## src/sv/telnet_stream_decoder_core_assert.svh

```systemverilog
// Assertion macros shared by the Telnet decoder RTL.
// Needs a clock named clk and an active-low reset named rst_n in scope.
`ifndef TELNET_STREAM_DECODER_CORE_ASSERT_SVH
`define TELNET_STREAM_DECODER_CORE_ASSERT_SVH

// Same-cycle implication, off during reset
`define TSD_ASSERT_IMP(lbl, ante, cons) \
  lbl: assert property (@(posedge clk) disable iff (!rst_n) (ante) |-> (cons)) \
    else $error("telnet decoder assertion failed");

// Next-cycle implication, off during reset
`define TSD_ASSERT_NXT(lbl, ante, cons) \
  lbl: assert property (@(posedge clk) disable iff (!rst_n) (ante) |=> (cons)) \
    else $error("telnet decoder assertion failed");

`endif

```

## src/sv/tsd_pkg.sv

```systemverilog
// Shared types and constants for the Telnet stream decoder.
// No dependencies; the files that use it refer to this package by scoped name.
`default_nettype none

package tsd_pkg;

  localparam int unsigned PAYLOAD_DEPTH_DEF = 64;
  // count field in the command word covers depths up to 127 (default 64)
  localparam int unsigned CNT_W             = 7;
  localparam int unsigned FIFO_DEPTH        = 2;
  localparam int unsigned FIFO_PTR_W        = 1;

  localparam logic [7:0] CODE_IAC  = 8'hFF;
  localparam logic [7:0] CODE_SB   = 8'hFA;
  localparam logic [7:0] CODE_SE   = 8'hF0;
  localparam logic [7:0] CODE_WILL = 8'hFB;
  localparam logic [7:0] CODE_DONT = 8'hFE;

  typedef enum logic [1:0] {
    EV_TEXT     = 2'd0,
    EV_NEG      = 2'd1,
    EV_SB_START = 2'd2,
    EV_SB_END   = 2'd3
  } evt_kind_t;

  typedef enum logic [2:0] {
    PS_NORMAL    = 3'd0,
    PS_AFTER_IAC = 3'd1,
    PS_AFTER_CMD = 3'd2,
    PS_SB_OPTION = 3'd3,
    PS_IN_SUB    = 3'd4,
    PS_SUB_IAC   = 3'd5
  } parse_state_t;

  typedef enum logic [1:0] {
    BK_IDLE  = 2'd0,
    BK_FETCH = 2'd1,
    BK_LOAD  = 2'd2
  } back_state_t;

  // work item from parser to result engine
  typedef struct packed {
    evt_kind_t        kind;
    logic [7:0]       value;
    logic [7:0]       option;
    logic             escaped;
    logic             present;
    logic             ovf;
    logic [CNT_W-1:0] count;
  } tsd_cmd_t;

  typedef struct packed {
    evt_kind_t  kind;
    logic [7:0] value;
    logic [7:0] option;
    logic       escaped;
    logic       present;
    logic       ovf;
    logic       last;
  } tsd_res_t;

endpackage

`default_nettype wire

```

## src/sv/tsd_ram.sv

```systemverilog
// Generic single-write, single-read RAM with registered read data.
// No dependencies.
`default_nettype none

module tsd_ram #(
  parameter int unsigned WIDTH = 8,
  parameter int unsigned DEPTH = 64,
  localparam int unsigned AW = (DEPTH > 1) ? $clog2(DEPTH) : 1
) (
  input  wire logic             clk,
  input  wire logic             we,
  input  wire logic [AW-1:0]    waddr,
  input  wire logic [WIDTH-1:0] wdata,
  input  wire logic             re,
  input  wire logic [AW-1:0]    raddr,
  output logic      [WIDTH-1:0] rdata
);

  logic [WIDTH-1:0] mem [DEPTH];
  logic [WIDTH-1:0] rdata_r;

  always_ff @(posedge clk) begin
    if (we) begin
      mem[waddr] <= wdata;
    end
    if (re) begin
      rdata_r <= mem[raddr];
    end
  end

  assign rdata = rdata_r;

endmodule

`default_nettype wire

```

## src/sv/tsd_cmd_fifo.sv

```systemverilog
// Short command queue between the parser and the result engine.
// Depends on tsd_pkg for the command type and depth.
`default_nettype none

module tsd_cmd_fifo (
  input  wire logic               clk,
  input  wire logic               rst_n,
  input  wire logic               push,
  input  wire tsd_pkg::tsd_cmd_t  din,
  output logic                    full,
  input  wire logic               pop,
  output tsd_pkg::tsd_cmd_t       dout,
  output logic                    valid
);

  localparam int unsigned PW = tsd_pkg::FIFO_PTR_W;

  tsd_pkg::tsd_cmd_t entry_r [tsd_pkg::FIFO_DEPTH];
  logic [PW-1:0] wr_ptr_r, wr_ptr_nxt;
  logic [PW-1:0] rd_ptr_r, rd_ptr_nxt;
  logic [PW:0]   fill_r, fill_nxt;
  logic          do_push, do_pop;

  assign full    = (fill_r == (PW+1)'(tsd_pkg::FIFO_DEPTH));
  assign valid   = (fill_r != '0);
  assign do_push = push && !full;
  assign do_pop  = pop && valid;
  assign dout    = entry_r[rd_ptr_r];

  always_comb begin
    wr_ptr_nxt = do_push ? wr_ptr_r + PW'(1) : wr_ptr_r;
    rd_ptr_nxt = do_pop  ? rd_ptr_r + PW'(1) : rd_ptr_r;
    fill_nxt   = fill_r;
    if (do_push && !do_pop) begin
      fill_nxt = fill_r + (PW+1)'(1);
    end else if (do_pop && !do_push) begin
      fill_nxt = fill_r - (PW+1)'(1);
    end
  end

  always_ff @(posedge clk) begin
    if (!rst_n) begin
      wr_ptr_r <= '0;
      rd_ptr_r <= '0;
      fill_r   <= '0;
    end else begin
      wr_ptr_r <= wr_ptr_nxt;
      rd_ptr_r <= rd_ptr_nxt;
      fill_r   <= fill_nxt;
    end
  end

  always_ff @(posedge clk) begin
    if (do_push) begin
      entry_r[wr_ptr_r] <= din;
    end
  end

endmodule

`default_nettype wire

```

## src/sv/tsd_front.sv

```systemverilog
// Parser front end: accepts stream bytes, runs the IAC state machine,
// writes subnegotiation payload to the RAM and queues work for the back end.
// Depends on tsd_pkg.
`default_nettype none

module tsd_front #(
  parameter int unsigned PAYLOAD_DEPTH = tsd_pkg::PAYLOAD_DEPTH_DEF,
  localparam int unsigned AW = (PAYLOAD_DEPTH > 1) ? $clog2(PAYLOAD_DEPTH) : 1,
  localparam int unsigned CW = $clog2(PAYLOAD_DEPTH + 1)
) (
  input  wire logic          clk,
  input  wire logic          rst_n,
  input  wire logic [7:0]    in_tdata,
  input  wire logic          in_tvalid,
  output logic               in_tready,
  output tsd_pkg::tsd_cmd_t  cmd,
  output logic               cmd_push,
  input  wire logic          fifo_full,
  output logic               ram_we,
  output logic [AW-1:0]      ram_waddr,
  output logic [7:0]         ram_wdata,
  input  wire logic          replay_done
);

  tsd_pkg::parse_state_t state_r, state_nxt;
  logic [7:0]    cmd_held_r, opt_r, second_byte_r;
  logic [CW-1:0] count_r, count_nxt;
  logic          ovf_r, ovf_nxt;
  logic          end_pend_r, end_pend_nxt;
  logic          second_pend_r, second_pend_nxt;

  logic       accept;
  logic       store_req, can_store, clr_sub, set_end, load_cmd, load_opt, second_set;
  logic [7:0] store_byte;
  logic       is_neg;

  assign in_tready = !end_pend_r && !second_pend_r && !fifo_full;
  assign accept    = in_tvalid && in_tready;
  assign is_neg    = (in_tdata >= tsd_pkg::CODE_WILL) && (in_tdata <= tsd_pkg::CODE_DONT);

  always_comb begin
    state_nxt = state_r;
    if (accept) begin
      unique case (state_r)
        tsd_pkg::PS_AFTER_IAC: begin
          if (in_tdata == tsd_pkg::CODE_IAC) begin
            state_nxt = tsd_pkg::PS_NORMAL;
          end else if (is_neg) begin
            state_nxt = tsd_pkg::PS_AFTER_CMD;
          end else if (in_tdata == tsd_pkg::CODE_SB) begin
            state_nxt = tsd_pkg::PS_SB_OPTION;
          end else begin
            state_nxt = tsd_pkg::PS_NORMAL;
          end
        end
        tsd_pkg::PS_AFTER_CMD: state_nxt = tsd_pkg::PS_NORMAL;
        tsd_pkg::PS_SB_OPTION: state_nxt = tsd_pkg::PS_IN_SUB;
        tsd_pkg::PS_IN_SUB: begin
          state_nxt = (in_tdata == tsd_pkg::CODE_IAC) ? tsd_pkg::PS_SUB_IAC
                                                      : tsd_pkg::PS_IN_SUB;
        end
        tsd_pkg::PS_SUB_IAC: begin
          state_nxt = (in_tdata == tsd_pkg::CODE_SE) ? tsd_pkg::PS_NORMAL
                                                     : tsd_pkg::PS_IN_SUB;
        end
        default: begin
          state_nxt = (in_tdata == tsd_pkg::CODE_IAC) ? tsd_pkg::PS_AFTER_IAC
                                                      : tsd_pkg::PS_NORMAL;
        end
      endcase
    end
  end

  always_comb begin
    cmd        = '0;
    cmd_push   = 1'b0;
    store_req  = 1'b0;
    store_byte = in_tdata;
    clr_sub    = 1'b0;
    set_end    = 1'b0;
    load_cmd   = 1'b0;
    load_opt   = 1'b0;
    second_set = 1'b0;
    if (second_pend_r) begin
      // second half of a stray IAC pair
      store_req  = 1'b1;
      store_byte = second_byte_r;
    end else if (accept) begin
      unique case (state_r)
        tsd_pkg::PS_AFTER_IAC: begin
          if (in_tdata == tsd_pkg::CODE_IAC) begin
            cmd_push    = 1'b1;
            cmd.kind    = tsd_pkg::EV_TEXT;
            cmd.value   = tsd_pkg::CODE_IAC;
            cmd.escaped = 1'b1;
            cmd.present = 1'b1;
          end else if (is_neg) begin
            load_cmd = 1'b1;
          end else if (in_tdata == tsd_pkg::CODE_SB) begin
            clr_sub = 1'b1;
          end
        end
        tsd_pkg::PS_AFTER_CMD: begin
          cmd_push    = 1'b1;
          cmd.kind    = tsd_pkg::EV_NEG;
          cmd.value   = cmd_held_r;
          cmd.option  = in_tdata;
          cmd.present = 1'b1;
        end
        tsd_pkg::PS_SB_OPTION: begin
          load_opt   = 1'b1;
          cmd_push   = 1'b1;
          cmd.kind   = tsd_pkg::EV_SB_START;
          cmd.option = in_tdata;
        end
        tsd_pkg::PS_IN_SUB: begin
          store_req = (in_tdata != tsd_pkg::CODE_IAC);
        end
        tsd_pkg::PS_SUB_IAC: begin
          if (in_tdata == tsd_pkg::CODE_IAC) begin
            store_req  = 1'b1;
            store_byte = tsd_pkg::CODE_IAC;
          end else if (in_tdata == tsd_pkg::CODE_SE) begin
            cmd_push   = 1'b1;
            cmd.kind   = tsd_pkg::EV_SB_END;
            cmd.option = opt_r;
            cmd.ovf    = ovf_r;
            cmd.count  = tsd_pkg::CNT_W'(count_r);
            clr_sub    = 1'b1;
            set_end    = 1'b1;
          end else begin
            store_req  = 1'b1;
            store_byte = tsd_pkg::CODE_IAC;
            second_set = 1'b1;
          end
        end
        default: begin
          if (in_tdata != tsd_pkg::CODE_IAC) begin
            cmd_push    = 1'b1;
            cmd.kind    = tsd_pkg::EV_TEXT;
            cmd.value   = in_tdata;
            cmd.present = 1'b1;
          end
        end
      endcase
    end
  end

  assign can_store = (count_r != CW'(PAYLOAD_DEPTH));
  assign ram_we    = store_req && can_store;
  assign ram_waddr = count_r[AW-1:0];
  assign ram_wdata = store_byte;

  always_comb begin
    count_nxt       = count_r;
    ovf_nxt         = ovf_r;
    if (clr_sub) begin
      count_nxt = '0;
      ovf_nxt   = 1'b0;
    end else if (ram_we) begin
      count_nxt = count_r + CW'(1);
    end else if (store_req) begin
      ovf_nxt = 1'b1;
    end
    end_pend_nxt    = set_end ? 1'b1 : (replay_done ? 1'b0 : end_pend_r);
    second_pend_nxt = second_set;
  end

  always_ff @(posedge clk) begin
    if (!rst_n) begin
      state_r       <= tsd_pkg::PS_NORMAL;
      count_r       <= '0;
      ovf_r         <= 1'b0;
      end_pend_r    <= 1'b0;
      second_pend_r <= 1'b0;
      cmd_held_r    <= '0;
      opt_r         <= '0;
    end else begin
      state_r       <= state_nxt;
      count_r       <= count_nxt;
      ovf_r         <= ovf_nxt;
      end_pend_r    <= end_pend_nxt;
      second_pend_r <= second_pend_nxt;
      if (load_cmd) begin
        cmd_held_r <= in_tdata;
      end
      if (load_opt) begin
        opt_r <= in_tdata;
      end
    end
  end

  always_ff @(posedge clk) begin
    if (second_set) begin
      second_byte_r <= in_tdata;
    end
  end

endmodule

`default_nettype wire

```

## src/sv/tsd_back.sv

```systemverilog
// Result engine: pops queued work, drives the output register and replays
// buffered payload from the RAM at subnegotiation end. Depends on tsd_pkg.
`default_nettype none

module tsd_back #(
  parameter int unsigned PAYLOAD_DEPTH = tsd_pkg::PAYLOAD_DEPTH_DEF,
  localparam int unsigned AW = (PAYLOAD_DEPTH > 1) ? $clog2(PAYLOAD_DEPTH) : 1
) (
  input  wire logic               clk,
  input  wire logic               rst_n,
  input  wire tsd_pkg::tsd_cmd_t  cmd,
  input  wire logic               cmd_valid,
  output logic                    cmd_pop,
  output logic                    ram_re,
  output logic [AW-1:0]           ram_raddr,
  input  wire logic [7:0]         ram_rdata,
  output logic                    replay_done,
  output tsd_pkg::tsd_res_t       res,
  output logic                    res_valid,
  input  wire logic               res_ready
);

  localparam int unsigned NW = tsd_pkg::CNT_W;

  tsd_pkg::back_state_t st_r, st_nxt;
  logic [NW-1:0]     idx_r, idx_nxt, cnt_r;
  logic [7:0]        opt_r;
  logic              ovf_r;
  tsd_pkg::tsd_res_t res_r, res_nxt;
  logic              res_valid_r, res_valid_nxt;

  logic load_ok, load_res, start_replay, step, last_byte, cmd_direct;

  assign load_ok    = !res_valid_r || res_ready;
  assign last_byte  = ((idx_r + NW'(1)) == cnt_r);
  assign cmd_direct = (cmd.kind != tsd_pkg::EV_SB_END) || (cmd.count == '0);
  assign ram_raddr  = idx_r[AW-1:0];

  always_comb begin
    st_nxt = st_r;
    unique case (st_r)
      tsd_pkg::BK_IDLE: begin
        if (cmd_valid && !cmd_direct) begin
          st_nxt = tsd_pkg::BK_FETCH;
        end
      end
      tsd_pkg::BK_FETCH: st_nxt = tsd_pkg::BK_LOAD;
      tsd_pkg::BK_LOAD: begin
        if (load_ok) begin
          st_nxt = last_byte ? tsd_pkg::BK_IDLE : tsd_pkg::BK_FETCH;
        end
      end
      default: st_nxt = tsd_pkg::BK_IDLE;
    endcase
  end

  always_comb begin
    cmd_pop      = 1'b0;
    ram_re       = 1'b0;
    load_res     = 1'b0;
    start_replay = 1'b0;
    step         = 1'b0;
    replay_done  = 1'b0;
    res_nxt      = res_r;
    unique case (st_r)
      tsd_pkg::BK_IDLE: begin
        if (cmd_valid) begin
          if (!cmd_direct) begin
            cmd_pop      = 1'b1;
            start_replay = 1'b1;
          end else if (load_ok) begin
            cmd_pop         = 1'b1;
            load_res        = 1'b1;
            res_nxt.kind    = cmd.kind;
            res_nxt.value   = cmd.value;
            res_nxt.option  = cmd.option;
            res_nxt.escaped = cmd.escaped;
            res_nxt.present = cmd.present;
            res_nxt.ovf     = cmd.ovf;
            res_nxt.last    = 1'b1;
            replay_done     = (cmd.kind == tsd_pkg::EV_SB_END);
          end
        end
      end
      tsd_pkg::BK_FETCH: ram_re = 1'b1;
      tsd_pkg::BK_LOAD: begin
        if (load_ok) begin
          load_res        = 1'b1;
          step            = 1'b1;
          res_nxt.kind    = tsd_pkg::EV_SB_END;
          res_nxt.value   = ram_rdata;
          res_nxt.option  = opt_r;
          res_nxt.escaped = 1'b0;
          res_nxt.present = 1'b1;
          res_nxt.ovf     = ovf_r;
          res_nxt.last    = last_byte;
          replay_done     = last_byte;
        end
      end
      default: ;
    endcase
  end

  always_comb begin
    idx_nxt       = start_replay ? '0 : (step ? idx_r + NW'(1) : idx_r);
    res_valid_nxt = load_res ? 1'b1 : (res_ready ? 1'b0 : res_valid_r);
  end

  always_ff @(posedge clk) begin
    if (!rst_n) begin
      st_r        <= tsd_pkg::BK_IDLE;
      res_valid_r <= 1'b0;
      idx_r       <= '0;
    end else begin
      st_r        <= st_nxt;
      res_valid_r <= res_valid_nxt;
      idx_r       <= idx_nxt;
    end
  end

  always_ff @(posedge clk) begin
    if (start_replay) begin
      cnt_r <= cmd.count;
      opt_r <= cmd.option;
      ovf_r <= cmd.ovf;
    end
    if (load_res) begin
      res_r <= res_nxt;
    end
  end

  assign res       = res_r;
  assign res_valid = res_valid_r;

endmodule

`default_nettype wire

```

## src/sv/telnet_stream_decoder_core.sv

```systemverilog
// Telnet IAC stream decoder, top level.
// Input: one received byte per transfer on in_tdata. Output: one result per
// transfer; out_tlast marks the final result caused by an input byte.
// Path: a byte's result passes the command queue write, then the output
// register; the first end result of a replay passes the queue, then the
// engine's fetch state (RAM read) and load state (output register).
// Throughput: one byte per cycle for text and negotiation traffic while
// the command queue has room. A stray IAC inside a subnegotiation writes
// two payload bytes through the single RAM write port and holds off input
// for the second. At IAC SE input waits until the last end result is loaded
// while the payload is read back from RAM (address, then registered data).
// The two-entry command queue decouples parser and result engine, so bytes
// keep flowing while a result waits in the output register.
// Receiver stall: out_tvalid and its payload hold; once the queue fills,
// in_tready drops.
// Reset (rst_n low, synchronous): parser to normal text, queue and output
// emptied. Payload RAM is not cleared; only written entries are read.
`default_nettype none
`include "telnet_stream_decoder_core_assert.svh"

module telnet_stream_decoder_core #(
  parameter int unsigned PAYLOAD_DEPTH = tsd_pkg::PAYLOAD_DEPTH_DEF
) (
  input  wire logic        clk,
  input  wire logic        rst_n,
  // in_tdata[7:0] data_byte
  input  wire logic [7:0]  in_tdata,
  input  wire logic        in_tvalid,
  output logic             in_tready,
  // out_tdata[7:0] value_byte, [15:8] option_code, [16] payload_overflow
  output logic [23:0]      out_tdata,
  // out_tuser[1:0] event_kind, [2] was_escaped, [3] byte_present
  output logic [3:0]       out_tuser,
  output logic             out_tlast,
  output logic             out_tvalid,
  input  wire logic        out_tready
);

  localparam int unsigned AW = (PAYLOAD_DEPTH > 1) ? $clog2(PAYLOAD_DEPTH) : 1;

  tsd_pkg::tsd_cmd_t fe_cmd, q_cmd;
  tsd_pkg::tsd_res_t res;
  logic          fe_push, q_full, q_valid, q_pop;
  logic          ram_we, ram_re, replay_done;
  logic [AW-1:0] ram_waddr, ram_raddr;
  logic [7:0]    ram_wdata, ram_rdata;

  tsd_front #(.PAYLOAD_DEPTH(PAYLOAD_DEPTH)) u_front (
    .clk         (clk),
    .rst_n       (rst_n),
    .in_tdata    (in_tdata),
    .in_tvalid   (in_tvalid),
    .in_tready   (in_tready),
    .cmd         (fe_cmd),
    .cmd_push    (fe_push),
    .fifo_full   (q_full),
    .ram_we      (ram_we),
    .ram_waddr   (ram_waddr),
    .ram_wdata   (ram_wdata),
    .replay_done (replay_done)
  );

  tsd_cmd_fifo u_queue (
    .clk   (clk),
    .rst_n (rst_n),
    .push  (fe_push),
    .din   (fe_cmd),
    .full  (q_full),
    .pop   (q_pop),
    .dout  (q_cmd),
    .valid (q_valid)
  );

  tsd_ram #(.WIDTH(8), .DEPTH(PAYLOAD_DEPTH)) u_payload_ram (
    .clk   (clk),
    .we    (ram_we),
    .waddr (ram_waddr),
    .wdata (ram_wdata),
    .re    (ram_re),
    .raddr (ram_raddr),
    .rdata (ram_rdata)
  );

  tsd_back #(.PAYLOAD_DEPTH(PAYLOAD_DEPTH)) u_back (
    .clk         (clk),
    .rst_n       (rst_n),
    .cmd         (q_cmd),
    .cmd_valid   (q_valid),
    .cmd_pop     (q_pop),
    .ram_re      (ram_re),
    .ram_raddr   (ram_raddr),
    .ram_rdata   (ram_rdata),
    .replay_done (replay_done),
    .res         (res),
    .res_valid   (out_tvalid),
    .res_ready   (out_tready)
  );

  assign out_tdata = {7'b0, res.ovf, res.option, res.value};
  assign out_tuser = {res.present, res.escaped, res.kind};
  assign out_tlast = res.last;

  `TSD_ASSERT_IMP(a_full_blocks_input, q_full, !in_tready)
  `TSD_ASSERT_IMP(a_pop_needs_entry, q_pop, q_valid)
  `TSD_ASSERT_IMP(a_escaped_is_iac, out_tvalid && res.escaped, res.value == tsd_pkg::CODE_IAC)
  `TSD_ASSERT_IMP(a_escaped_is_text, out_tvalid && res.escaped, res.kind == tsd_pkg::EV_TEXT)
  `TSD_ASSERT_IMP(a_single_results_last, out_tvalid && (res.kind != tsd_pkg::EV_SB_END), res.last)

endmodule

`default_nettype wire
```

## config.mk

```make
export PLATFORM = sky130hd
export DESIGN_NAME = telnet_stream_decoder_core
export DESIGN_NICKNAME = d
export VERILOG_FILES = /design/src/sv/tsd_pkg.sv /design/src/sv/tsd_ram.sv /design/src/sv/tsd_cmd_fifo.sv /design/src/sv/tsd_front.sv /design/src/sv/tsd_back.sv /design/src/sv/telnet_stream_decoder_core.sv
export VERILOG_INCLUDE_DIRS = /design/src /design/src/sv
export SDC_FILE = /design/constraint.sdc
export NUM_CORES = 1
export LEC_CHECK = 0
export BUFFER_PORTS_ARGS = -buffer_cell sky130_fd_sc_hd__buf_2
export CORE_UTILIZATION = 50
export CTS_CLUSTER_SIZE = 10
export DETAILED_ROUTE_END_ITERATION = 12
export HOLD_SLACK_MARGIN = 0.06
export MAX_ROUTING_LAYER = met4
export PLACE_DENSITY = 0.66
export RECOVER_POWER = 25
export SLEW_MARGIN = 20
export SYNTH_ARGS = -nofsm -noshare
export SYNTH_HDL_FRONTEND = slang
export SYNTH_SLANG_ARGS = --single-unit
```

## constraint.sdc

```tcl
create_clock -name clk -period 5.7 [get_ports clk]
set_input_delay 0.285 -clock clk [delete_from_list [all_inputs] [get_ports clk]]
set_output_delay 0.285 -clock clk [all_outputs]
set_load 0.05 [all_outputs]
```

# Word-level counts from Yosys, hierarchy flattened
# Memory sizes are Yosys's and may differ from the RTL's. A register that Yosys moved wholly into a read port is not among the register bits.
# Cells that the tools add are included.
dict set report op_classes {
  n_addsub 6
  multipliers 0
  div_mod_pow 0
  order_cmp 2
  eq_ne 21
  shift 0
  mux 100
  n_bitwise 2
  n_reduce_logical 33
}
# op n
set op_table {}
lappend op_table {{$mux 8} 12}
lappend op_table {{$mux 22} 4}
lappend op_table {{$mux 1} 59}
lappend op_table {{$mux 28} 2}
lappend op_table {{$pmux 22 s2} 1}
lappend op_table {{$eq 8x8->1 const B} 3}
lappend op_table {{$pmux 8 s3} 1}
lappend op_table {{$mux 2} 8}
lappend op_table {{$pmux 8 s2} 1}
lappend op_table {{$pmux 3 s5} 1}
lappend op_table {{$add 7x1->7 const B} 2}
lappend op_table {{$logic_and 1x1->1} 10}
lappend op_table {{$ne 2x1->1 const B} 5}
lappend op_table {{$pmux 2 s5} 1}
lappend op_table {{$reduce_bool 2->1} 5}
lappend op_table {{$mux 3} 3}
lappend op_table {{$ge 8x8->1 const B} 1}
lappend op_table {{$le 8x8->1 const B} 1}
lappend op_table {{$ne 8x8->1 const B} 1}
lappend op_table {{$pmux 1 s2} 4}
lappend op_table {{$eq 7x7->1} 1}
lappend op_table {{$logic_not 1->1} 7}
lappend op_table {{$logic_not 7->1} 1}
lappend op_table {{$ne 7x7->1 const B} 1}
lappend op_table {{other kinds (19)} 29}
dict set report totals {
  regBits 89
  latchBits 0
  ram_bits 568
  mem_bits_ro 0
  inputBits 12
  out_inout_bits 31
  word_cells 190
  mem_count 2
}
# name depth width rd rd_ports_with_merged_regs wr line
set memory_table {}
lappend memory_table {u_payload_ram.mem 64 8 1 1 1 tsd_ram.sv:19} ;# logic [WIDTH-1:0] mem [DEPTH];
lappend memory_table {u_queue.entry_r 2 28 1 1 1 tsd_cmd_fifo.sv:18} ;# tsd_pkg::tsd_cmd_t entry_r [tsd_pkg::FIFO_DEPTH];

# Logic depth before layout (Yosys ltp)
# Gate-level depths: netlist of the first run.
dict set report logic_depth {
  depth_word 11
  ltp_mapped 10
  mapped_depth_nobuf 8
}

# Cells and area by module
# From an unflattened synthesis of the first run, not the netlist that was laid out.
dict set report hier_totals {
  cells_unflattened 1540
  area_unflattened_um2 26873.3
}
# module instances cells_per_inst area_per_inst_um2 seq_area_each_um2
set by_module_without_submodules {}
lappend by_module_without_submodules {tsd_ram 1 972 20270.7 15615.0}
lappend by_module_without_submodules {tsd_cmd_fifo 1 112 2253.4 1781.7}
lappend by_module_without_submodules {tsd_front 1 260 2182.1 820.8}
lappend by_module_without_submodules {tsd_back 1 188 2110.8 1341.3}
lappend by_module_without_submodules {telnet_stream_decoder_core 1 8 56.3 0.0}

# Worst setup path after synthesis of the first run
# Ideal clock, no wire load.
dict set report synth_path {
  path_kind {reg-to-reg}
  from {register u_front.state_r[2]}
  to {memory u_payload_ram.mem[0][4] (data pin)}
  setup_ns 0.702
  t_arrival_ns 3.653
  required_ns 4.998
  setup_slack_ns 1.345
  stages_incl_launch_ff 7
  path_buffers 2
  period_less_slack_ns 4.355
  path_cell_list {dfxtp_1 -> buf_2 -> and3b_1 -> and4_1 -> clkbuf_1 -> nor2_1 -> o21ai_0}
}
dict set report synth_via {
  elab_chain_len 4
}
# element line
set synth_rtl {}
lappend synth_rtl {{start: declaration} tsd_front.sv:25} ;# tsd_pkg::parse_state_t state_r, state_nxt;
lappend synth_rtl {{start signal: assignment} tsd_front.sv:171} ;# state_r <= tsd_pkg::PS_NORMAL;
lappend synth_rtl {{start signal: assignment} tsd_front.sv:179} ;# state_r <= state_nxt;
lappend synth_rtl {{$eq 3x3->1} tsd_front.sv:89} ;# unique case (state_r)
lappend synth_rtl {{$mux 8} tsd_front.sv:89}
lappend synth_rtl {{$mux 8} tsd_front.sv:88} ;# end else if (accept) begin
lappend synth_rtl {{$mux 8} tsd_front.sv:84} ;# if (second_pend_r) begin
lappend synth_rtl {{named net ram_wdata[4]} telnet_stream_decoder_core.sv:46} ;# logic [7:0] ram_wdata, ram_rdata;
lappend synth_rtl {{end: declaration} tsd_ram.sv:19}
# The timed path passes the listed nets, and every way through them passes these cells.

# Final worst setup path of the first run
dict set report layout_path {
  from {register u_front.second_pend_r}
  to {memory u_payload_ram.mem[51][7] (data pin)}
}
dict set report layout_via {
  elab_chain_len 6
}
# element line
set layout_rtl {}
lappend layout_rtl {{start: declaration} tsd_front.sv:30} ;# logic second_pend_r, second_pend_nxt;
lappend layout_rtl {{start signal: assignment} tsd_front.sv:183} ;# second_pend_r <= second_pend_nxt;
lappend layout_rtl {{$logic_not 1->1} tsd_front.sv:37} ;# assign in_tready = !end_pend_r && !second_pend_r && !fifo_full;
lappend layout_rtl {{$logic_and 1x1->1 (2 in a row)} tsd_front.sv:37}
lappend layout_rtl {{$logic_and 1x1->1} tsd_front.sv:38} ;# assign accept = in_tvalid && in_tready;
lappend layout_rtl {{$mux 8} tsd_front.sv:88}
lappend layout_rtl {{$mux 8 *} tsd_front.sv:84}
lappend layout_rtl {{named net ram_wdata[7]} telnet_stream_decoder_core.sv:46}
# Mark *: on every way through the listed nets, which the timed path passes. The rest lies on a longest branch.

==> results of run 1 <==
## cells in the final DEF (no fill, tap or decap), drive strengths merged, types with 15 or more instances in the layout
cell	n
nor2	154
a21oi	21
mux2i	49
clkbuf	137
inv	15
nand3	15
dfxtp	44
o21ai	46
nor3	22
buf	25
edfxtp	622
nand2	51
mux2	17
mux4	138
o22ai	22
## per-stage QoR
stage                     util [%]  setup slack, ns  cell area (sq um)  total power [mW]  instances
after floorplan                  -             1.35              26500              6.57       1459
after global placement        52.8             1.69              27400              6.85       2110
after detailed placement      52.8             1.49              27400              6.86       2110
after CTS                     57.2             1.46              29600              11.2       2229
after global routing          57.0            0.791              29500              11.4       2229
final                         57.0             1.02              29500              11.1       2229
## routing by layer
metal / vias up / global-route usage, %
met5: - / -
met4: 0 / 7.69
met3: 89 / 3.88
met2: 690 / 35.7
met1: 7235 / 35.0
li1: 5923 / -
## kinds of logic (layout without fill, tap and decap cells)
group | Yosys count | count (layout) | share of synthesized area [%]
buf+inv | 101 | 191 | 1.89
fa+ha+maj | 4 | 4 | 0.189
xor+xnor | 17 | 17 | 0.563
flops | 666 | 666 | 73.9
simple gates | 314 | 314 | 5.48
mux | 204 | 204 | 14.3
compound gates | 146 | 146 | 3.63
other cells | 1 | 7 | 0.0142
## synth_stat cells (4+ instances only)
master / n
sky130_fd_sc_hd__nand2b_1: 9
sky130_fd_sc_hd__xor2_1: 5
sky130_fd_sc_hd__o21a_1: 8
sky130_fd_sc_hd__ha_1: 4
sky130_fd_sc_hd__dfxtp_1: 44
sky130_fd_sc_hd__buf_4: 13
sky130_fd_sc_hd__nand2_1: 51
sky130_fd_sc_hd__inv_1: 12
sky130_fd_sc_hd__xnor2_1: 12
sky130_fd_sc_hd__buf_2: 33
sky130_fd_sc_hd__a21oi_1: 21
sky130_fd_sc_hd__or3_1: 7
sky130_fd_sc_hd__a22oi_1: 13
sky130_fd_sc_hd__nand3_1: 15
sky130_fd_sc_hd__nor2b_1: 7
sky130_fd_sc_hd__nand4_1: 11
sky130_fd_sc_hd__buf_6: 4
sky130_fd_sc_hd__o31a_1: 6
sky130_fd_sc_hd__mux4_2: 138
sky130_fd_sc_hd__a221o_1: 5
sky130_fd_sc_hd__buf_1: 6
sky130_fd_sc_hd__o22ai_1: 22
sky130_fd_sc_hd__nor4_1: 8
sky130_fd_sc_hd__and2_1: 4
sky130_fd_sc_hd__and3_1: 9
sky130_fd_sc_hd__edfxtp_1: 622
sky130_fd_sc_hd__o21ai_1: 14
sky130_fd_sc_hd__mux2_2: 17
sky130_fd_sc_hd__mux2i_1: 49
sky130_fd_sc_hd__clkbuf_1: 33
sky130_fd_sc_hd__nor3_1: 22
sky130_fd_sc_hd__a31oi_1: 5
sky130_fd_sc_hd__o21ai_0: 32
sky130_fd_sc_hd__nor2_1: 153
## state kept, by name, indices dropped and copies added (netlist names), 3 cells and up, named ones only
register	flops
u_payload_ram.mem	512
u_front.count_r	7
u_front.cmd_held_r	8
u_back.opt_r	8
u_back.cnt_r	7
u_front.opt_r	8
u_front.state_r	3
u_payload_ram.rdata	8
u_back.res	22
u_back.idx_r	7
u_queue.entry_r	56
u_front.second_byte_r	8
## cell type report
type,count,area (sq um)
multi-input combinational,692,6470
tap,680,851
clock inverter,7,85.1
sequential,666,19600
clock buffer,102,2080
timing repair buffer,70,413
inverter,12,45.0
fill,3759,22300
## power by group
| part | switching, mW | total, mW | internal, mW |
|---|---|---|---|
| clock | 1.81 | 4.38 | 2.57 |
| combinational | 0.736 | 1.03 | 0.291 |
| sequential | 0.101 | 5.70 | 5.60 |
| total | 2.65 | 11.1 | 8.47 |
## final timing paths
path / slack [ns] / end / depth (start not counted)
max reg2reg: 1.02 / u_payload_ram.mem[51][7] / 5
min reg2reg: 0.47 / u_front.ovf_r / 2
max: 1.02 / u_payload_ram.mem[51][7] / 5
min: 0.11 / u_front.cmd_held_r[5] / 2
==> flow_summary.html, run 1 <==
<table>
<tr><th>Metric</th><th>Value</th></tr>
<tr><th colspan="2">Outcome</th></tr>
<tr><td>Run status</td><td>complete, but fails checks</td></tr>
<tr><td>Failing checks</td><td>capacitance limit, slew limit</td></tr>
<tr><th colspan="2">GRT</th></tr>
<tr><td>Overall fraction of global-route tracks in use</td><td>24.3%</td></tr>
<tr><td>Maximum number of pins on one net before global-route repair</td><td>65</td></tr>
<tr><td>First-pass GRT wire length</td><td>91800 um</td></tr>
<tr><td>Via count of the first global-routing pass</td><td>13700</td></tr>
<tr><td>Antenna violations before repair</td><td>0</td></tr>
<tr><td>Global-route congestion overflow total</td><td>0</td></tr>
<tr><th colspan="2">Drt</th></tr>
<tr><td>Drc violations</td><td>0</td></tr>
<tr><td>DR WL met3</td><td>4890 um</td></tr>
<tr><td>Met2 wire len</td><td>28800 um</td></tr>
<tr><td>Detailed-route vias per instance</td><td>6.25</td></tr>
<tr><td>Number of vias in the routed layout</td><td>13900</td></tr>
<tr><td>Starting DRC count in detailed routing</td><td>1576</td></tr>
<tr><td>Top layer in use</td><td>met4</td></tr>
<tr><td>Final routed wire length divided by cell count</td><td>27.7 um</td></tr>
<tr><td>Post-route met1 wirelength</td><td>26500 um</td></tr>
<tr><td>Final WL</td><td>61700 um</td></tr>
<tr><td>Final ANT Viol Nets</td><td>0</td></tr>
<tr><td>Pre-antenna DRT Iters</td><td>5</td></tr>
<tr><th colspan="2">Timing</th></tr>
<tr><td>Worst-margin pin slew</td><td>2.74 ns</td></tr>
<tr><td>Post-Route Hold Slack</td><td>0.106 ns</td></tr>
<tr><td>Number of hold violations in the final report</td><td>0</td></tr>
<tr><td>Peak clock frequency supported by timing</td><td>0.214 GHz</td></tr>
<tr><td>Fin Setup TNS</td><td>0 ns</td></tr>
<tr><td>RSZ-0062 raised after global routing</td><td>false</td></tr>
<tr><td>Count of endpoints failing setup in the final report</td><td>0</td></tr>
<tr><td>Minimum clock period after layout</td><td>4.68 ns</td></tr>
<tr><td>Worst clock skew</td><td>0.0223 ns</td></tr>
<tr><td>Total count of max-transition violations in the final report</td><td>252</td></tr>
<tr><td>Share of the cycle needed by the critical path after routing</td><td>82.1%</td></tr>
<tr><td>Tightest slew margin relative to the limit</td><td>-84.3%</td></tr>
<tr><th colspan="2">Critical path</th></tr>
<tr><td>Endpoint kind of the worst setup timing path</td><td>flop</td></tr>
<tr><td>Number of buffers and inverters on the critical path</td><td>1</td></tr>
<tr><td>Reg2reg start</td><td>u_front.second_pend_r</td></tr>
<tr><td>Critical Path Source Type</td><td>flop</td></tr>
<tr><td>Critical Path, Cell by Cell</td><td>nor2_2 &gt; and4_1 &gt; nor2_1 &gt; o21ai_0 &gt; buf_4</td></tr>
<tr><td>Critical Path AT</td><td>4.99 ns</td></tr>
<tr><td>Critical path type</td><td>reg2reg</td></tr>
<tr><td>Largest stage delay on the critical path</td><td>2.04 ns</td></tr>
<tr><td>Gate family responsible for the most delay along the worst path</td><td>compound AO/OA/AOI/OAI gates</td></tr>
<tr><td>Data required time at the worst endpoint</td><td>6.01 ns</td></tr>
<tr><td>Master of the slowest instance on the critical path</td><td>sky130_fd_sc_hd__o21ai_0</td></tr>
<tr><td>Source of the critical timing path</td><td>u_front.second_pend_r</td></tr>
<tr><td>Biggest fanout along the worst timing path</td><td>48</td></tr>
<tr><th colspan="2">Final layout</th></tr>
<tr><td>Area Growth Syn to Fin</td><td>11.5%</td></tr>
<tr><td># diodes</td><td>0</td></tr>
<tr><td>Number of nets in the final layout</td><td>1535</td></tr>
<tr><td>Fraction of layout cells with a size suffix above 1</td><td>17.6%</td></tr>
<tr><th colspan="2">Yosys</th></tr>
<tr><td>Most common flop cell mapped by yosys</td><td>sky130_fd_sc_hd__edfxtp_1</td></tr>
<tr><td>Flip-flop and latch count after synthesis</td><td>666</td></tr>
<tr><td>Cell type contributing the most total cell area after synthesis</td><td>sky130_fd_sc_hd__edfxtp_1</td></tr>
<tr><td>Post-synth ARST share</td><td>0%</td></tr>
<tr><td>Synth warnings</td><td>0</td></tr>
<tr><td>Top cells by area, synth</td><td>sky130_fd_sc_hd__edfxtp_1 71%, sky130_fd_sc_hd__mux4_2 12%, sky130_fd_sc_hd__dfxtp_1 3.3%</td></tr>
<tr><td>Number of enable flip-flop cells after synthesis</td><td>622</td></tr>
<tr><td>Sequential share of the synthesized area</td><td>73.9%</td></tr>
<tr><td>Portion of synthesized cell area occupied by the leading cell type</td><td>70.6%</td></tr>
<tr><td>Number of library cell types mapped by synthesis</td><td>60</td></tr>
<tr><td>Cell area after synthesis</td><td>0.0265 sq mm</td></tr>
<tr><td>Syn Inst Count</td><td>1453</td></tr>
<tr><td>Mapped Avg Cell Area</td><td>18.2 sq um</td></tr>
<tr><th colspan="2">Clock network</th></tr>
<tr><td>Depth of the CTS H-tree</td><td>3</td></tr>
<tr><td>TritonCTS clock tree</td><td>built</td></tr>
<tr><td>CTS Buf Count</td><td>77</td></tr>
<tr><td>Sink Count</td><td>666</td></tr>
<tr><td>Clock slew at the register clock pins of the worst setup and hold paths</td><td>0.06 ns</td></tr>
<tr><td>Clock Root Buffer</td><td>sky130_fd_sc_hd__clkbuf_16</td></tr>
<tr><td>Clock latency on the worst-skew pair</td><td>0.61 ns</td></tr>
<tr><td>Post-CTS setup repair buffer count</td><td>0</td></tr>
<tr><td>Resize count post-CTS</td><td>0</td></tr>
<tr><td># hold bufs at CTS</td><td>10</td></tr>
<tr><td>Clock buffer depth</td><td>3</td></tr>
<tr><th colspan="2">Floorplanning</th></tr>
<tr><td>Die outline area</td><td>0.0538 sq mm</td></tr>
<tr><td>Row count</td><td>83</td></tr>
<tr><td>Horizontal extent of the die</td><td>232 um</td></tr>
<tr><td># IOs</td><td>43</td></tr>
<tr><td>Area of the core region</td><td>0.0518 sq mm</td></tr>
<tr><td>Floorplan die height</td><td>232 um</td></tr>
<tr><td>Starting density of the core</td><td>51.1%</td></tr>
<tr><th colspan="2">Placed design</th></tr>
<tr><td>Gpl congestion</td><td>0.884</td></tr>
<tr><td>Count of buffers inserted at the top-level ports</td><td>35</td></tr>
<tr><td>Detailed-placement wirelength estimate</td><td>37500 um</td></tr>
<tr><th colspan="2">Hold path</th></tr>
<tr><td>Critical hold path startpoint</td><td>rst_n</td></tr>
<tr><td>Class of the most critical hold timing path</td><td>in2reg</td></tr>
<tr><th colspan="2">Pwr</th></tr>
<tr><td>Leakage power of the design</td><td>8.98 nW</td></tr>
<tr><td>Areal power density over the cells</td><td>377 mW/mm^2</td></tr>
<tr><td>Maximum resistive drop on vdd</td><td>0.000197 V</td></tr>
<tr><th colspan="2">Job</th></tr>
<tr><td>MaxCap Viol Count</td><td>6</td></tr>
</table>
No activity file was read; power rests on OpenSTA's default activity.
==> run 2, diff against run 1 <==
==> constraint.sdc (replaced) <==
create_clock -name clk -period 4.4 [get_ports clk]
set_input_delay 0.22 -clock clk [delete_from_list [all_inputs] [get_ports clk]]
set_output_delay 0.22 -clock clk [all_outputs]
set_load 0.05 [all_outputs]
==> run 2 against run 1 <==
Clock power grew 24%. Cell count up 0.40%. First-iteration DRC count is 7.4% lower. Setup slack worse by 0.50 ns. Via count fell by 2.8%. Flip-flop and latch count unchanged. Routed wire length down 6.8%. The flow still finishes with violations (capacitance limit, slew limit). Critical path depth increased by 1. Utilization barely moved. Clock skew shrank 0.0034 ns. Highest routed layer unchanged.
==> flow_summary.html, run 2 (synthesis results as in run 1) <==
<table>
<tr><th>Metric</th><th>Value</th></tr>
<tr><th colspan="2">Final layout</th></tr>
<tr><td>Biggest register</td><td>u_payload_ram.mem</td></tr>
<tr><td>Fillcell total</td><td>3855</td></tr>
<tr><td>Area Growth Syn to Fin</td><td>11.6%</td></tr>
<tr><td>Flip-flop count of the largest register, all copies and words added</td><td>512</td></tr>
<tr><td>Finished Layout Cells</td><td>2238</td></tr>
<tr><td>Most common library cell in the layout ignoring fill and taps</td><td>sky130_fd_sc_hd__edfxtp_1</td></tr>
<tr><td>Fraction of layout cells with a size suffix above 1</td><td>17.8%</td></tr>
<tr><td>Final core utilization</td><td>57.0%</td></tr>
<tr><td>Layout Cell Area excl Fill</td><td>0.0295 sq mm</td></tr>
<tr><td># diodes</td><td>0</td></tr>
<tr><td>Top library cells by usage in the layout, fill and taps aside</td><td>622 x sky130_fd_sc_hd__edfxtp_1, 154 x sky130_fd_sc_hd__nor2_1, 138 x sky130_fd_sc_hd__mux4_2</td></tr>
<tr><td>Number of nets in the final layout</td><td>1542</td></tr>
<tr><th colspan="2">Clock network</th></tr>
<tr><td>Post-CTS setup repair buffer count</td><td>0</td></tr>
<tr><td>TritonCTS clock tree</td><td>built</td></tr>
<tr><td>CTS Buf Count</td><td>76</td></tr>
<tr><td>Clock slew at the register clock pins of the worst setup and hold paths</td><td>0.06 ns</td></tr>
<tr><td>Resize count post-CTS</td><td>0</td></tr>
<tr><td>Clock Root Buffer</td><td>sky130_fd_sc_hd__clkbuf_16</td></tr>
<tr><td>Clock buffer depth</td><td>3</td></tr>
<tr><td>Sink Count</td><td>666</td></tr>
<tr><td>Depth of the CTS H-tree</td><td>3</td></tr>
<tr><td>Clock latency on the worst-skew pair</td><td>0.60 ns</td></tr>
<tr><td># hold bufs at CTS</td><td>11</td></tr>
<tr><th colspan="2">Timing</th></tr>
<tr><td>Minimum clock period after layout</td><td>3.88 ns</td></tr>
<tr><td>Post-Route Hold Slack</td><td>0.468 ns</td></tr>
<tr><td>Post-route worst setup slack</td><td>0.518 ns</td></tr>
<tr><td>Tightest slew margin relative to the limit</td><td>-25.7%</td></tr>
<tr><td>Fin Setup TNS</td><td>0 ns</td></tr>
<tr><td>Peak clock frequency supported by timing</td><td>0.258 GHz</td></tr>
<tr><td>Worst clock skew</td><td>0.0189 ns</td></tr>
<tr><td>Worst-margin pin slew</td><td>1.88 ns</td></tr>
<tr><td>RSZ-0062 raised after global routing</td><td>false</td></tr>
<tr><td>Share of the cycle needed by the critical path after routing</td><td>88.2%</td></tr>
<tr><td>Total count of max-transition violations in the final report</td><td>166</td></tr>
<tr><td>Count of endpoints failing setup in the final report</td><td>0</td></tr>
<tr><td>Number of hold violations in the final report</td><td>0</td></tr>
<tr><th colspan="2">Pwr</th></tr>
<tr><td>Sequential Power Share</td><td>52.0%</td></tr>
<tr><td>Maximum resistive drop on vdd</td><td>0.000307 V</td></tr>
<tr><td>Logic pwr share</td><td>9.5%</td></tr>
<tr><td>Clock share of power</td><td>38.5%</td></tr>
<tr><td>Sw Ratio</td><td>23.6%</td></tr>
<tr><td>Sum of internal, switching and leakage power</td><td>14.2 mW</td></tr>
<tr><td>Leakage power of the design</td><td>8.98 nW</td></tr>
<tr><td>Sw Pwr</td><td>3.33 mW</td></tr>
<tr><td>Cell-internal power</td><td>10.8 mW</td></tr>
<tr><td>Areal power density over the cells</td><td>479 mW/mm^2</td></tr>
<tr><th colspan="2">Drt</th></tr>
<tr><td>Number of vias in the routed layout</td><td>13500</td></tr>
<tr><td>Final WL</td><td>57500 um</td></tr>
<tr><td>Final routed wire length divided by cell count</td><td>25.7 um</td></tr>
<tr><td>Starting DRC count in detailed routing</td><td>1459</td></tr>
<tr><td>Detailed-route vias per instance</td><td>6.05</td></tr>
<tr><td>Final ANT Viol Nets</td><td>0</td></tr>
<tr><td>Pre-antenna DRT Iters</td><td>5</td></tr>
<tr><td>Drc violations</td><td>0</td></tr>
<tr><th colspan="2">Floorplanning</th></tr>
<tr><td>Row count</td><td>83</td></tr>
<tr><td>Area of the core region</td><td>0.0518 sq mm</td></tr>
<tr><td># IOs</td><td>43</td></tr>
<tr><td>Starting density of the core</td><td>51.1%</td></tr>
<tr><td>Horizontal extent of the die</td><td>232 um</td></tr>
<tr><td>Die outline area</td><td>0.0538 sq mm</td></tr>
<tr><td>Floorplan die height</td><td>232 um</td></tr>
<tr><th colspan="2">GRT</th></tr>
<tr><td>Global-route congestion overflow total</td><td>0</td></tr>
<tr><td>Antenna violations before repair</td><td>0</td></tr>
<tr><td>First-pass GRT wire length</td><td>87000 um</td></tr>
<tr><td>Overall fraction of global-route tracks in use</td><td>22.8%</td></tr>
<tr><td>Via count of the first global-routing pass</td><td>13600</td></tr>
<tr><td>Maximum number of pins on one net before global-route repair</td><td>65</td></tr>
<tr><th colspan="2">Placed design</th></tr>
<tr><td>Count of buffers inserted at the top-level ports</td><td>35</td></tr>
<tr><td>Detailed-placement wirelength estimate</td><td>36100 um</td></tr>
<tr><td>Gpl congestion</td><td>0.862</td></tr>
<tr><td>Placement Cell Area</td><td>0.0275 sq mm</td></tr>
<tr><td>Placement-stage worst setup slack</td><td>0.560 ns</td></tr>
<tr><td>Number of cells after detailed placement</td><td>2117</td></tr>
<tr><th colspan="2">Outcome</th></tr>
<tr><td>Run status</td><td>complete, but fails checks</td></tr>
<tr><td>Failing checks</td><td>capacitance limit, slew limit</td></tr>
<tr><th colspan="2">Critical path</th></tr>
<tr><td>Biggest fanout along the worst timing path</td><td>28</td></tr>
<tr><td>Data required time at the worst endpoint</td><td>4.74 ns</td></tr>
<tr><td>Master of the slowest instance on the critical path</td><td>sky130_fd_sc_hd__dfxtp_1</td></tr>
<tr><td>Critical path type</td><td>reg2reg</td></tr>
<tr><td>Endpoint kind of the worst setup timing path</td><td>flop</td></tr>
<tr><td>Critical path's most frequent cell</td><td>sky130_fd_sc_hd__mux4_2</td></tr>
<tr><td>Critical Path Source Type</td><td>flop</td></tr>
<tr><td>Critical Path, Cell by Cell</td><td>buf_4 &gt; mux4_2 &gt; mux4_2 &gt; nor2_1 &gt; a2111oi_0 &gt; a311o_1</td></tr>
<tr><td>Critical Path AT</td><td>4.22 ns</td></tr>
<tr><td>Largest stage delay on the critical path</td><td>1.58 ns</td></tr>
<tr><th colspan="2">Hold path</th></tr>
<tr><td>Class of the most critical hold timing path</td><td>reg2reg</td></tr>
<tr><th colspan="2">Job</th></tr>
<tr><td>MaxCap Viol Count</td><td>3</td></tr>
</table>
[run 2: cell count changes in the layout (fill, tap and decap cells not counted), moves of 2 or more]
cell / change
sky130_fd_sc_hd__buf_12: +4
sky130_fd_sc_hd__buf_4: +2
sky130_fd_sc_hd__clkbuf_1: +9
sky130_fd_sc_hd__clkbuf_16: -3
sky130_fd_sc_hd__mux2_1: -6
sky130_fd_sc_hd__mux2_2: +6
sky130_fd_sc_hd__o21ai_0: -3
sky130_fd_sc_hd__o21ai_1: +2
[run 2: final timing paths]
kind / slack, ns / startpoint / cells after the start / end
worst max-delay path: 0.52 / u_back.idx_r[0] / 6 / u_payload_ram.rdata[2]
worst min-delay path: 0.47 / u_front.cmd_held_r[6] / 1 / u_front.cmd_held_r[6]
worst max register to register: 0.52 / u_back.idx_r[0] / 6 / u_payload_ram.rdata[2]
worst min register to register: 0.47 / u_front.cmd_held_r[6] / 1 / u_front.cmd_held_r[6]
[run 2: critical path, delay by kind of cell, from the launching register on]
family	cells	cell delay, ns
AOI/OAI and AO/OA	2	0.48
buffers and inverters	1	0.43
DFF	1	1.58
muxes	2	1.03
and+or+nand+nor	1	0.10
[run 2: layout make-up]
cell class,count,area (sq um),area share [%]
flip-flops and latches,666,19600,66.3
multi-input cells,692,6470,21.9
inverters,12,45.0,0.153
well taps,680,851,2.88
clock buffers,107,2040,6.91
repair buffers,78,522,1.77
clock inverters,3,21.3,0.0721
[run 2: power groups by stage]
stage / Combinational, mW / Clock (mW) / Sequential (mW)
6_report: 1.35 / 5.44 / 7.36
5_1_grt: 1.45 / 5.75 / 7.38
4_1_cts: 1.41 / 5.53 / 7.36
3_5_place_dp: 1.40 / 0 / 7.49
3_3_place_gp: 1.38 / 0 / 7.48
2_1_floorplan: 0.718 / 0 / 7.79
[run 2: routing by layer]
layer	GRT usage, %	wire length, um	up-vias
met1	31.1	24400	7007
met5	-	0	-
met2	35.5	27900	490
met3	3.76	3610	107
met4	6.76	1520	0
li1	-	-	5937
